$ cat config.mk
export PLATFORM = sky130hd
export DESIGN_NAME = gbts_ctrl
export DESIGN_NICKNAME = d
export VERILOG_FILES = /design/src/hw/rtl/gbts_pkg.sv /design/src/hw/rtl/gbts_ctrl.sv
export SDC_FILE = /design/constraint.sdc
export NUM_CORES = 1
export LEC_CHECK = 0
export BUFFER_PORTS_ARGS = -buffer_cell sky130_fd_sc_hd__buf_4
export CAP_MARGIN = 40
export CORE_AREA = 2 2 39 41
export CTS_CLUSTER_DIAMETER = 120
export DETAILED_ROUTE_END_ITERATION = 7
export DIE_AREA = 0 0 41 43
export PLACE_DENSITY = 0.48
export SYNTH_ARGS = -nofsm -noshare
export SYNTH_HDL_FRONTEND = slang
export SYNTH_SLANG_ARGS = --single-unit
$ cat constraint.sdc
create_clock -name clock -period 1.03 [get_ports clock]
set_input_delay 0 -clock clock [delete_from_list [all_inputs] [get_ports clock]]
set_output_delay 0 -clock clock [all_outputs]
set_load 0.1 [all_outputs]
$ cat src/hw/rtl/gbts_pkg.sv
package gbts_pkg;

   // storage geometry
   localparam int CAPACITY = 1024;
   localparam int ADDR_W   = $clog2(CAPACITY);
   localparam int GAP_W    = $clog2(CAPACITY + 1);

   // field widths
   localparam int MODE_W   = 2;
   localparam int POS_W    = 11;
   localparam int CHAR_W   = 8;
   localparam int STATUS_W = 2;

   // width used for position against gap / length compares
   localparam int CMP_W = (GAP_W > POS_W) ? GAP_W : POS_W;

   // request modes
   localparam logic [MODE_W-1:0] MODE_READ   = MODE_W'(0);
   localparam logic [MODE_W-1:0] MODE_INSERT = MODE_W'(1);
   localparam logic [MODE_W-1:0] MODE_DELETE = MODE_W'(2);

   // response status codes
   localparam logic [STATUS_W-1:0] STATUS_OK    = STATUS_W'(0);
   localparam logic [STATUS_W-1:0] STATUS_FULL  = STATUS_W'(1);
   localparam logic [STATUS_W-1:0] STATUS_RANGE = STATUS_W'(2);

   typedef enum logic [2:0] {
      S_IDLE,
      S_DECIDE,
      S_READ,
      S_MOVE,
      S_SHIFT,
      S_EDIT,
      S_RESPOND
   } state_type;

   typedef struct packed {
      logic accept;
      logic decide;
      logic read;
      logic move_read;
      logic move_write;
      logic edit;
      logic respond;
   } ctrl_cmd_type;

   typedef struct packed {
      logic [MODE_W-1:0] mode;
      logic              error;
      logic              need_left;
      logic              need_right;
   } dp_stat_type;

endpackage

$ cat src/hw/rtl/gbts_ctrl.sv
module gbts_ctrl (
   input  logic                 clock,
   input  logic                 reset,
   input  logic                 start,
   input  gbts_pkg::dp_stat_type stat,
   output gbts_pkg::ctrl_cmd_type cmd,
   output logic                 busy
);
   import gbts_pkg::*;

   state_type state_ff;
   state_type state_in;

   always_ff @(posedge clock) begin
      if (reset) begin
         state_ff <= S_IDLE;
      end else begin
         state_ff <= state_in;
      end
   end

   // next state
   always_comb begin
      state_in = state_ff;
      unique case (state_ff)
         S_IDLE: begin
            if (start) state_in = S_DECIDE;
         end
         S_DECIDE: begin
            priority if (stat.error) state_in = S_RESPOND;
            else if (stat.mode == MODE_READ) state_in = S_READ;
            else if (stat.mode == MODE_INSERT || stat.mode == MODE_DELETE) state_in = S_MOVE;
            else state_in = S_RESPOND;
         end
         S_READ:    state_in = S_RESPOND;
         S_MOVE: begin
            if (stat.need_left || stat.need_right) state_in = S_SHIFT;
            else state_in = S_EDIT;
         end
         S_SHIFT:   state_in = S_MOVE;
         S_EDIT:    state_in = S_RESPOND;
         S_RESPOND: state_in = S_IDLE;
         default:   state_in = S_IDLE;
      endcase
   end

   // outputs
   always_comb begin
      cmd  = '0;
      busy = (state_ff != S_IDLE);
      unique case (state_ff)
         S_IDLE:    cmd.accept     = start;
         S_DECIDE:  cmd.decide     = 1'b1;
         S_READ:    cmd.read       = 1'b1;
         S_MOVE:    cmd.move_read  = stat.need_left || stat.need_right;
         S_SHIFT:   cmd.move_write = 1'b1;
         S_EDIT:    cmd.edit       = 1'b1;
         S_RESPOND: cmd.respond    = 1'b1;
         default:   cmd            = '0;
      endcase
   end

endmodule

==> impl_metrics.prom, run 1 <==
# TYPE chip_impl_metric gauge
chip_impl_metric{name="ys_seq_area_share",unit="%"} 25.9
chip_impl_metric{name="hold_violations",unit=""} 0
chip_impl_metric{name="num_antenna_cells",unit=""} 0
chip_impl_metric{name="netlist-cell-type-count",unit=""} 18
chip_impl_metric{name="num-nets-final",unit=""} 71
chip_impl_metric{name="count_of_input_and_output_buffers",unit=""} 15
chip_impl_metric{name="tightest_pin_transition",unit="ps"} 278
chip_impl_metric{name="r2r.worst_path.cells",unit=""} 4
chip_impl_metric{name="dp_hpwl",unit="um"} 463
chip_impl_metric{name="flip_flop_and_latch_count_after_synthesis",unit=""} 3
chip_impl_metric{name="largest_fanout_on_the_critical_path",unit=""} 3
chip_impl_metric{name="synth_cells",unit=""} 32
chip_impl_metric{name="arrival",unit="ps"} 1270
chip_impl_metric{name="final_period_minus_worst_setup_slack",unit="ps"} 1270
chip_impl_metric{name="largest_reg_flops",unit=""} 3
chip_impl_metric{name="grt_pass1_wl",unit="mm"} 1.33
chip_impl_metric{name="via_count_of_the_first_global_routing_pass",unit=""} 320
chip_impl_info{name="worstReg2RegEnd",value="state_ff[2]$_SDFFE_PP0P_"} 1
chip_impl_metric{name="io-pin-count",unit=""} 16
chip_impl_metric{name="placedInstanceArea",unit="sq um"} 430
chip_impl_metric{name="synth_edf_count",unit=""} 0
chip_impl_metric{name="avgRoutedWirePerCell",unit="um"} 9.36
chip_impl_metric{name="grt_antenna_before_repair",unit=""} 0
chip_impl_info{name="max_flop_register",value="state_ff"} 1
chip_impl_info{name="synth_top_flop_cell",value="sky130_fd_sc_hd__dfxtp_1"} 1
chip_impl_info{name="cells_taking_the_most_area_after_synthesis",value="sky130_fd_sc_hd__dfxtp_1 (26%), sky130_fd_sc_hd__nor2_1 (11%), sky130_fd_sc_hd__a21oi_1 (6.5%)"} 1
chip_impl_metric{name="post_route_antenna_net_violation_count",unit=""} 0
chip_impl_metric{name="start_util",unit="%"} 16.7
chip_impl_metric{name="cts-buffers-inserted",unit=""} 3
chip_impl_metric{name="synth_top_area_share",unit="%"} 25.9
chip_impl_metric{name="final_min_period_over_clock_period",unit="%"} 123
chip_impl_metric{name="worstHoldPathCells",unit=""} 3
chip_impl_info{name="synthMostInstantiatedCell",value="sky130_fd_sc_hd__nor2_1"} 1
chip_impl_info{name="synth_common_cells",value="sky130_fd_sc_hd__nor2_1 (7), sky130_fd_sc_hd__a21oi_1 (3), sky130_fd_sc_hd__dfxtp_1 (3), sky130_fd_sc_hd__nand2_1 (3)"} 1
chip_impl_metric{name="worst_skew_pair_latency",unit="ps"} 230
chip_impl_info{name="path_cells",value="or3_4 -> nor2_4 -> buf_12"} 1
chip_impl_metric{name="max_cap_violations",unit=""} 0
chip_impl_metric{name="drt_first_pass_iters",unit=""} 2
chip_impl_metric{name="ys.warnings.count",unit=""} 0
chip_impl_metric{name="placement_rows",unit=""} 14
chip_impl_metric{name="slowest_delay",unit="ps"} 410
chip_impl_metric{name="die_span_in_y",unit="um"} 43
chip_impl_metric{name="area.growth.synth_to_final",unit="%"} 182
chip_impl_metric{name="clk_transition_reported_paths",unit="ps"} 40
chip_impl_metric{name="routed_wl",unit="um"} 721
chip_impl_metric{name="gp_routability_congestion",unit=""} 0.789
chip_impl_metric{name="mappedNetlistArea",unit="sq um"} 231
chip_impl_metric{name="worstPathRequired",unit="ps"} 1030
chip_impl_metric{name="timing.reg2reg.setup_slack",unit="ps"} -180
chip_impl_info{name="violations",value="negative setup slack"} 1
chip_impl_info{name="post-synth-top-area-cell",value="sky130_fd_sc_hd__dfxtp_1"} 1
chip_impl_metric{name="preCtsSetupSlack",unit="ps"} -134
chip_impl_metric{name="die_area",unit="sq um"} 1760
chip_impl_info{name="regToRegStartpoint",value="state_ff[0]$_SDFFE_PP0P_"} 1
chip_impl_info{name="clock_root_cell",value="sky130_fd_sc_hd__clkbuf_4"} 1
chip_impl_info{name="timing.critical_path.to_type",value="output port"} 1
chip_impl_info{name="run_status",value="finished, violations left"} 1
chip_impl_metric{name="final.hold.worst_slack",unit="ps"} 36.3
chip_impl_metric{name="drive_above_1_share",unit="%"} 75.4
chip_impl_info{name="cp_slowest_cell",value="sky130_fd_sc_hd__or3_4"} 1
chip_impl_metric{name="finalClockSkew",unit="ps"} 0.864
chip_impl_metric{name="finalInstanceArea",unit="sq um"} 652
chip_impl_info{name="startpoint_type",value="register"} 1
chip_impl_metric{name="post-route-worst-setup-slack",unit="ps"} -240
chip_impl_metric{name="async_reset_ff_share",unit="%"} 0
chip_impl_metric{name="drc",unit=""} 0
chip_impl_metric{name="detail_route.vias_per_cell",unit=""} 4.09
chip_impl_metric{name="grt-ovfl-total",unit=""} 0
chip_impl_metric{name="max_slew_margin",unit="%"} 81.6
chip_impl_metric{name="fmax",unit="MHz"} 787
chip_impl_metric{name="cts.htree.levels",unit=""} 1
chip_impl_metric{name="totalNegativeSetupSlack",unit="ps"} -1840
chip_impl_metric{name="setup-violations-final",unit=""} 11
chip_impl_metric{name="finalMaxSlewViolations",unit=""} 0
chip_impl_info{name="unrepaired_setup_endpoints_after_global_routing",value="true"} 1
chip_impl_metric{name="grt_start_max_net_pins",unit=""} 6
chip_impl_info{name="clock_tree_from_tritoncts",value="done"} 1
chip_impl_info{name="hold_path_class",value="primary input to register"} 1
chip_impl_metric{name="synthesis.area_per_instance",unit="sq um"} 7.23
chip_impl_metric{name="chip_width",unit="um"} 41
chip_impl_metric{name="clock_tree.buffer_depth",unit=""} 2
chip_impl_metric{name="n_fill_cell",unit=""} 139
chip_impl_metric{name="coreArea",unit="sq um"} 1380
chip_impl_metric{name="synth_fp_nets",unit=""} 41
chip_impl_metric{name="cp_num_buf_inv",unit=""} 1
chip_impl_info{name="crit_type",value="register to output port"} 1
chip_impl_info{name="min_from",value="stat[2]"} 1
chip_impl_metric{name="drt_iter0_markers",unit=""} 2
chip_impl_info{name="critPathTopFamily",value="simple AND/OR/NAND/NOR gates"} 1
chip_impl_info{name="top_regs",value="state_ff x3"} 1
chip_impl_metric{name="total_routing_usage_gr",unit="%"} 11.1
chip_impl_metric{name="dr_total_vias",unit=""} 315
chip_impl_info{name="hold-path-endpoint",value="state_ff[0]$_SDFFE_PP0P_"} 1
chip_impl_metric{name="clock_sink_count",unit=""} 3
==> tightest hold or removal path, delay by kind of cell <==
kind,cells,cell delay (ps)
simple gates,1,110
compound gates,1,40
buf+inv,1,80
==> cells in the final DEF, fill, tap and decap left out, types with 2 or more instances in the layout <==
master / netlist / final
sky130_fd_sc_hd__a21oi_1: 3 / 2
sky130_fd_sc_hd__buf_12: 0 / 7
sky130_fd_sc_hd__buf_4: 0 / 18
sky130_fd_sc_hd__buf_6: 1 / 2
sky130_fd_sc_hd__clkbuf_4: 0 / 3
sky130_fd_sc_hd__dfxtp_4: 0 / 3
sky130_fd_sc_hd__nand2_1: 3 / 2
sky130_fd_sc_hd__nor2_1: 7 / 4
sky130_fd_sc_hd__nor2_4: 0 / 3
sky130_fd_sc_hd__nor3b_4: 0 / 2
==> worst max path at each step <==
| stage | start | end | cells after the start | slack (ps) |
|---|---|---|---|---|
| final | state_ff[0]$_SDFFE_PP0P_ | cmd[6] | 3 | -240 |
| after global routing | state_ff[0]$_SDFFE_PP0P_ | cmd[6] | 3 | -290 |
| after CTS | state_ff[0]$_SDFFE_PP0P_ | cmd[6] | 3 | -240 |
| after detailed placement | state_ff[2]$_SDFFE_PP0P_ | cmd[6] | 3 | -130 |
| after global placement | state_ff[2]$_SDFFE_PP0P_ | cmd[6] | 3 | -130 |
| after floorplan | state_ff[0]$_SDFFE_PP0P_ | cmd[6] | 3 | -490 |
==> cell families (layout without fill, tap and decap cells) <==
family,Yosys count,after routing,synth area share (%)
and+or+nand+nor,18,18,45.4
DFF,3,3,25.9
adders and majority gates,1,1,5.40
buffers and inverters,4,33,9.73
AOI/OAI and AO/OA,6,6,13.5
==> cell type report <==
class | count | area [sq um] | area share [%]
Clock buffer | 4 | 26.3 | 4.03
Timing Repair Buffer | 28 | 308 | 47.2
Tap cell | 16 | 20.0 | 3.07
Sequential cell | 3 | 71.3 | 10.9
Inverter | 1 | 3.75 | 0.576
Multi-Input combinational cell | 25 | 223 | 34.2
==> routing by layer <==
layer	track usage [%]	vias up	wire (um)
met1	14.1	140	280
li1	-	165	-
met4	8.00	0	0
met3	2.09	0	34
met2	15.9	10	406
met5	0	-	0
==> through the flow <==
| step | util (%) | std cells |
|---|---|---|
| detailed placement | 31.1 | 65 |
| CTS | 45.8 | 77 |
| floorplan | - | 32 |
| finish | 47.1 | 77 |
| global placement | 31.1 | 65 |
| global route | 47.1 | 77 |
==> repair_timing <==
| action | 4_1_cts | 5_1_grt |
|---|---|---|
| hold buffers | 1 | 0 |
| pin swaps | 7 | 2 |
| endpoints found under the setup margin | 10 | 11 |
| gates resized for setup | 31 | 4 |
| hold endpoints to repair | 1 | 0 |
| buffers inserted | 7 | 0 |
Power of run 1 is not shown: default switching activity piles up to over one toggle a cycle in this logic, so the estimate is an artifact.
==> inputs of run 2 (changes only) <==
--- a/config.mk
+++ b/config.mk
@@ -5,7 +5,7 @@
 export SDC_FILE = /design/constraint.sdc
 export NUM_CORES = 1
 export LEC_CHECK = 0
-export BUFFER_PORTS_ARGS = -buffer_cell sky130_fd_sc_hd__buf_4
+export BUFFER_PORTS_ARGS = -buffer_cell sky130_fd_sc_hd__buf_2
 export CAP_MARGIN = 40
 export CORE_AREA = 2 2 39 41
 export CTS_CLUSTER_DIAMETER = 120
==> run 2 against run 1 <==
Effect of this change:
- the run still ends with negative setup slack left
- cell area shrank 7.9%
- first-iteration DRC count increased by 50%
- via count fell by 1.6%
- register-to-register slack is essentially flat
- utilization shrank 3.7 points
- critical path type unchanged
- critical endpoint unchanged
==> impl_metrics.prom, run 2 (same netlist as run 1, synthesis figures left out) <==
# TYPE chip_impl_metric gauge
chip_impl_info{name="run_status",value="finished, violations left"} 1
chip_impl_info{name="violations",value="negative setup slack"} 1
chip_impl_metric{name="worst_skew_pair_latency",unit="ps"} 240
chip_impl_metric{name="largest_fanout_on_the_critical_path",unit=""} 3
chip_impl_info{name="hold_path_class",value="primary input to register"} 1
chip_impl_metric{name="cts.htree.levels",unit=""} 1
chip_impl_info{name="startpoint_type",value="register"} 1
chip_impl_info{name="path_cells",value="or3_4 -> nor2_4 -> buf_12"} 1
chip_impl_info{name="layout_common_cells",value="sky130_fd_sc_hd__buf_12 (8), sky130_fd_sc_hd__buf_2 (7), sky130_fd_sc_hd__nor2_1 (4), sky130_fd_sc_hd__buf_4 (4)"} 1
chip_impl_metric{name="post_route_antenna_net_violation_count",unit=""} 0
chip_impl_metric{name="gp_routability_congestion",unit=""} 0.777
chip_impl_metric{name="via_count_of_the_first_global_routing_pass",unit=""} 291
chip_impl_metric{name="cp_num_buf_inv",unit=""} 1
chip_impl_metric{name="start_util",unit="%"} 16.7
chip_impl_metric{name="placement_rows",unit=""} 14
chip_impl_metric{name="drive_above_1_share",unit="%"} 71.4
chip_impl_metric{name="grt_antenna_before_repair",unit=""} 0
chip_impl_info{name="unrepaired_setup_endpoints_after_global_routing",value="true"} 1
chip_impl_metric{name="fmax",unit="MHz"} 788
chip_impl_metric{name="placedInstanceArea",unit="sq um"} 520
chip_impl_metric{name="max_slew_margin",unit="%"} 83.9
chip_impl_metric{name="grt-ovfl-total",unit=""} 0
chip_impl_metric{name="io-pin-count",unit=""} 16
chip_impl_info{name="cp_slowest_cell",value="sky130_fd_sc_hd__or3_4"} 1
chip_impl_metric{name="total_routing_usage_gr",unit="%"} 10.3
chip_impl_metric{name="worstPathRequired",unit="ps"} 1030
chip_impl_metric{name="die_area",unit="sq um"} 1760
chip_impl_metric{name="chip_width",unit="um"} 41
chip_impl_info{name="crit_type",value="register to output port"} 1
chip_impl_metric{name="detail_route.vias_per_cell",unit=""} 4.31
chip_impl_metric{name="final_period_minus_worst_setup_slack",unit="ps"} 1270
chip_impl_metric{name="post-route-worst-setup-slack",unit="ps"} -238
chip_impl_info{name="max_flop_register",value="state_ff"} 1
chip_impl_metric{name="largest_reg_flops",unit=""} 3
chip_impl_metric{name="finalMaxSlewViolations",unit=""} 0
chip_impl_metric{name="finalInstanceArea",unit="sq um"} 601
chip_impl_metric{name="max_cap_violations",unit=""} 0
chip_impl_metric{name="clock_tree.buffer_depth",unit=""} 2
chip_impl_metric{name="dp_hpwl",unit="um"} 496
chip_impl_metric{name="count_of_input_and_output_buffers",unit=""} 15
chip_impl_metric{name="drc",unit=""} 0
chip_impl_metric{name="slowest_delay",unit="ps"} 410
chip_impl_metric{name="cts-buffers-inserted",unit=""} 3
chip_impl_metric{name="setup-violations-final",unit=""} 11
chip_impl_info{name="final_common_cell",value="sky130_fd_sc_hd__buf_12"} 1
chip_impl_metric{name="clk_transition_reported_paths",unit="ps"} 40
chip_impl_metric{name="clock_sink_count",unit=""} 3
chip_impl_info{name="clock_tree_from_tritoncts",value="done"} 1
chip_impl_metric{name="finalClockSkew",unit="ps"} 3.06
chip_impl_metric{name="hold_violations",unit=""} 0
chip_impl_metric{name="avgRoutedWirePerCell",unit="um"} 9.25
chip_impl_metric{name="drt_first_pass_iters",unit=""} 4
chip_impl_metric{name="num_antenna_cells",unit=""} 0
chip_impl_metric{name="num-nets-final",unit=""} 66
chip_impl_metric{name="coreArea",unit="sq um"} 1380
chip_impl_info{name="timing.critical_path.to_type",value="output port"} 1
chip_impl_metric{name="drt_iter0_markers",unit=""} 3
chip_impl_metric{name="grt_pass1_wl",unit="mm"} 1.17
chip_impl_metric{name="dr_total_vias",unit=""} 310
chip_impl_metric{name="arrival",unit="ps"} 1270
chip_impl_metric{name="die_span_in_y",unit="um"} 43
chip_impl_metric{name="routed_wl",unit="um"} 666
chip_impl_info{name="critPathTopFamily",value="simple AND/OR/NAND/NOR gates"} 1
chip_impl_metric{name="final_min_period_over_clock_period",unit="%"} 123
chip_impl_metric{name="area.growth.synth_to_final",unit="%"} 159
chip_impl_metric{name="tightest_pin_transition",unit="ps"} 241
chip_impl_metric{name="grt_start_max_net_pins",unit=""} 7
chip_impl_info{name="clock_root_cell",value="sky130_fd_sc_hd__clkbuf_4"} 1
chip_impl_info{name="top_regs",value="state_ff x3"} 1
==> run 2: cell types whose count changed in the layout (fill, tap and decap cells not counted), sizes merged <==
cell,before,now
buf,27,22
==> run 2: area by class of cell <==
type / instances / area [sq um]
Timing Repair Buffer: 23 / 269
Tap cell: 16 / 20.0
Multi-Input combinational cell: 25 / 215
Fill cell: 139 / 783
Sequential cell: 3 / 66.3
Inverter: 1 / 3.75
Clock buffer: 4 / 26.3
==> run 2: path summary, 6_finish.rpt <==
| path | from | endpoint | slack [ps] | depth (start not counted) |
|---|---|---|---|---|
| min | start | state_ff[2]$_SDFFE_PP0P_ | 50 | 3 |
| min reg2reg | state_ff[1]$_SDFFE_PP0P_ | state_ff[0]$_SDFFE_PP0P_ | 570 | 2 |
| max | state_ff[0]$_SDFFE_PP0P_ | cmd[6] | -240 | 3 |
| max reg2reg | state_ff[0]$_SDFFE_PP0P_ | state_ff[0]$_SDFFE_PP0P_ | -170 | 4 |
==> run 2: worst min-delay path, delay by kind of cell <==
kind	cells	cell delay, ps
simple gates	1	90
buf+inv	1	100
compound gates	1	60
==> run 2: what timing repair did <==
item                                    4_1_cts  5_1_grt
pin swaps                                     6        3
endpoints found under the hold margin         1        0
hold buffers                                  1        0
endpoints found under the setup margin       10       11
resized for setup                            12        0
setup buffers                                 1        0
==> run 2: metrics by stage <==
step	utilization [%]	instances	worst slack (ps)	hold slack, ps	setup TNS [ps]
2_1_floorplan	-	32	-491	71.6	-2820
3_3_place_gp	37.6	66	-29.5	194	-77.3
3_5_place_dp	37.6	66	-72.5	190	-177
4_1_cts	43.4	72	-245	35.7	-1600
5_1_grt	43.4	72	-271	70.1	-2010
6_report	43.4	72	-238	50.8	-1530
==> run 2: per-layer routing <==
metal	up-vias	GRT usage [%]	share of wire (%)
li1	157	-	-
met1	133	10.9	39
met2	18	14.4	51
met3	2	5.76	7.2
met4	0	8.00	2.1
met5	-	0	0
Power of run 2 is left out for the same reason.
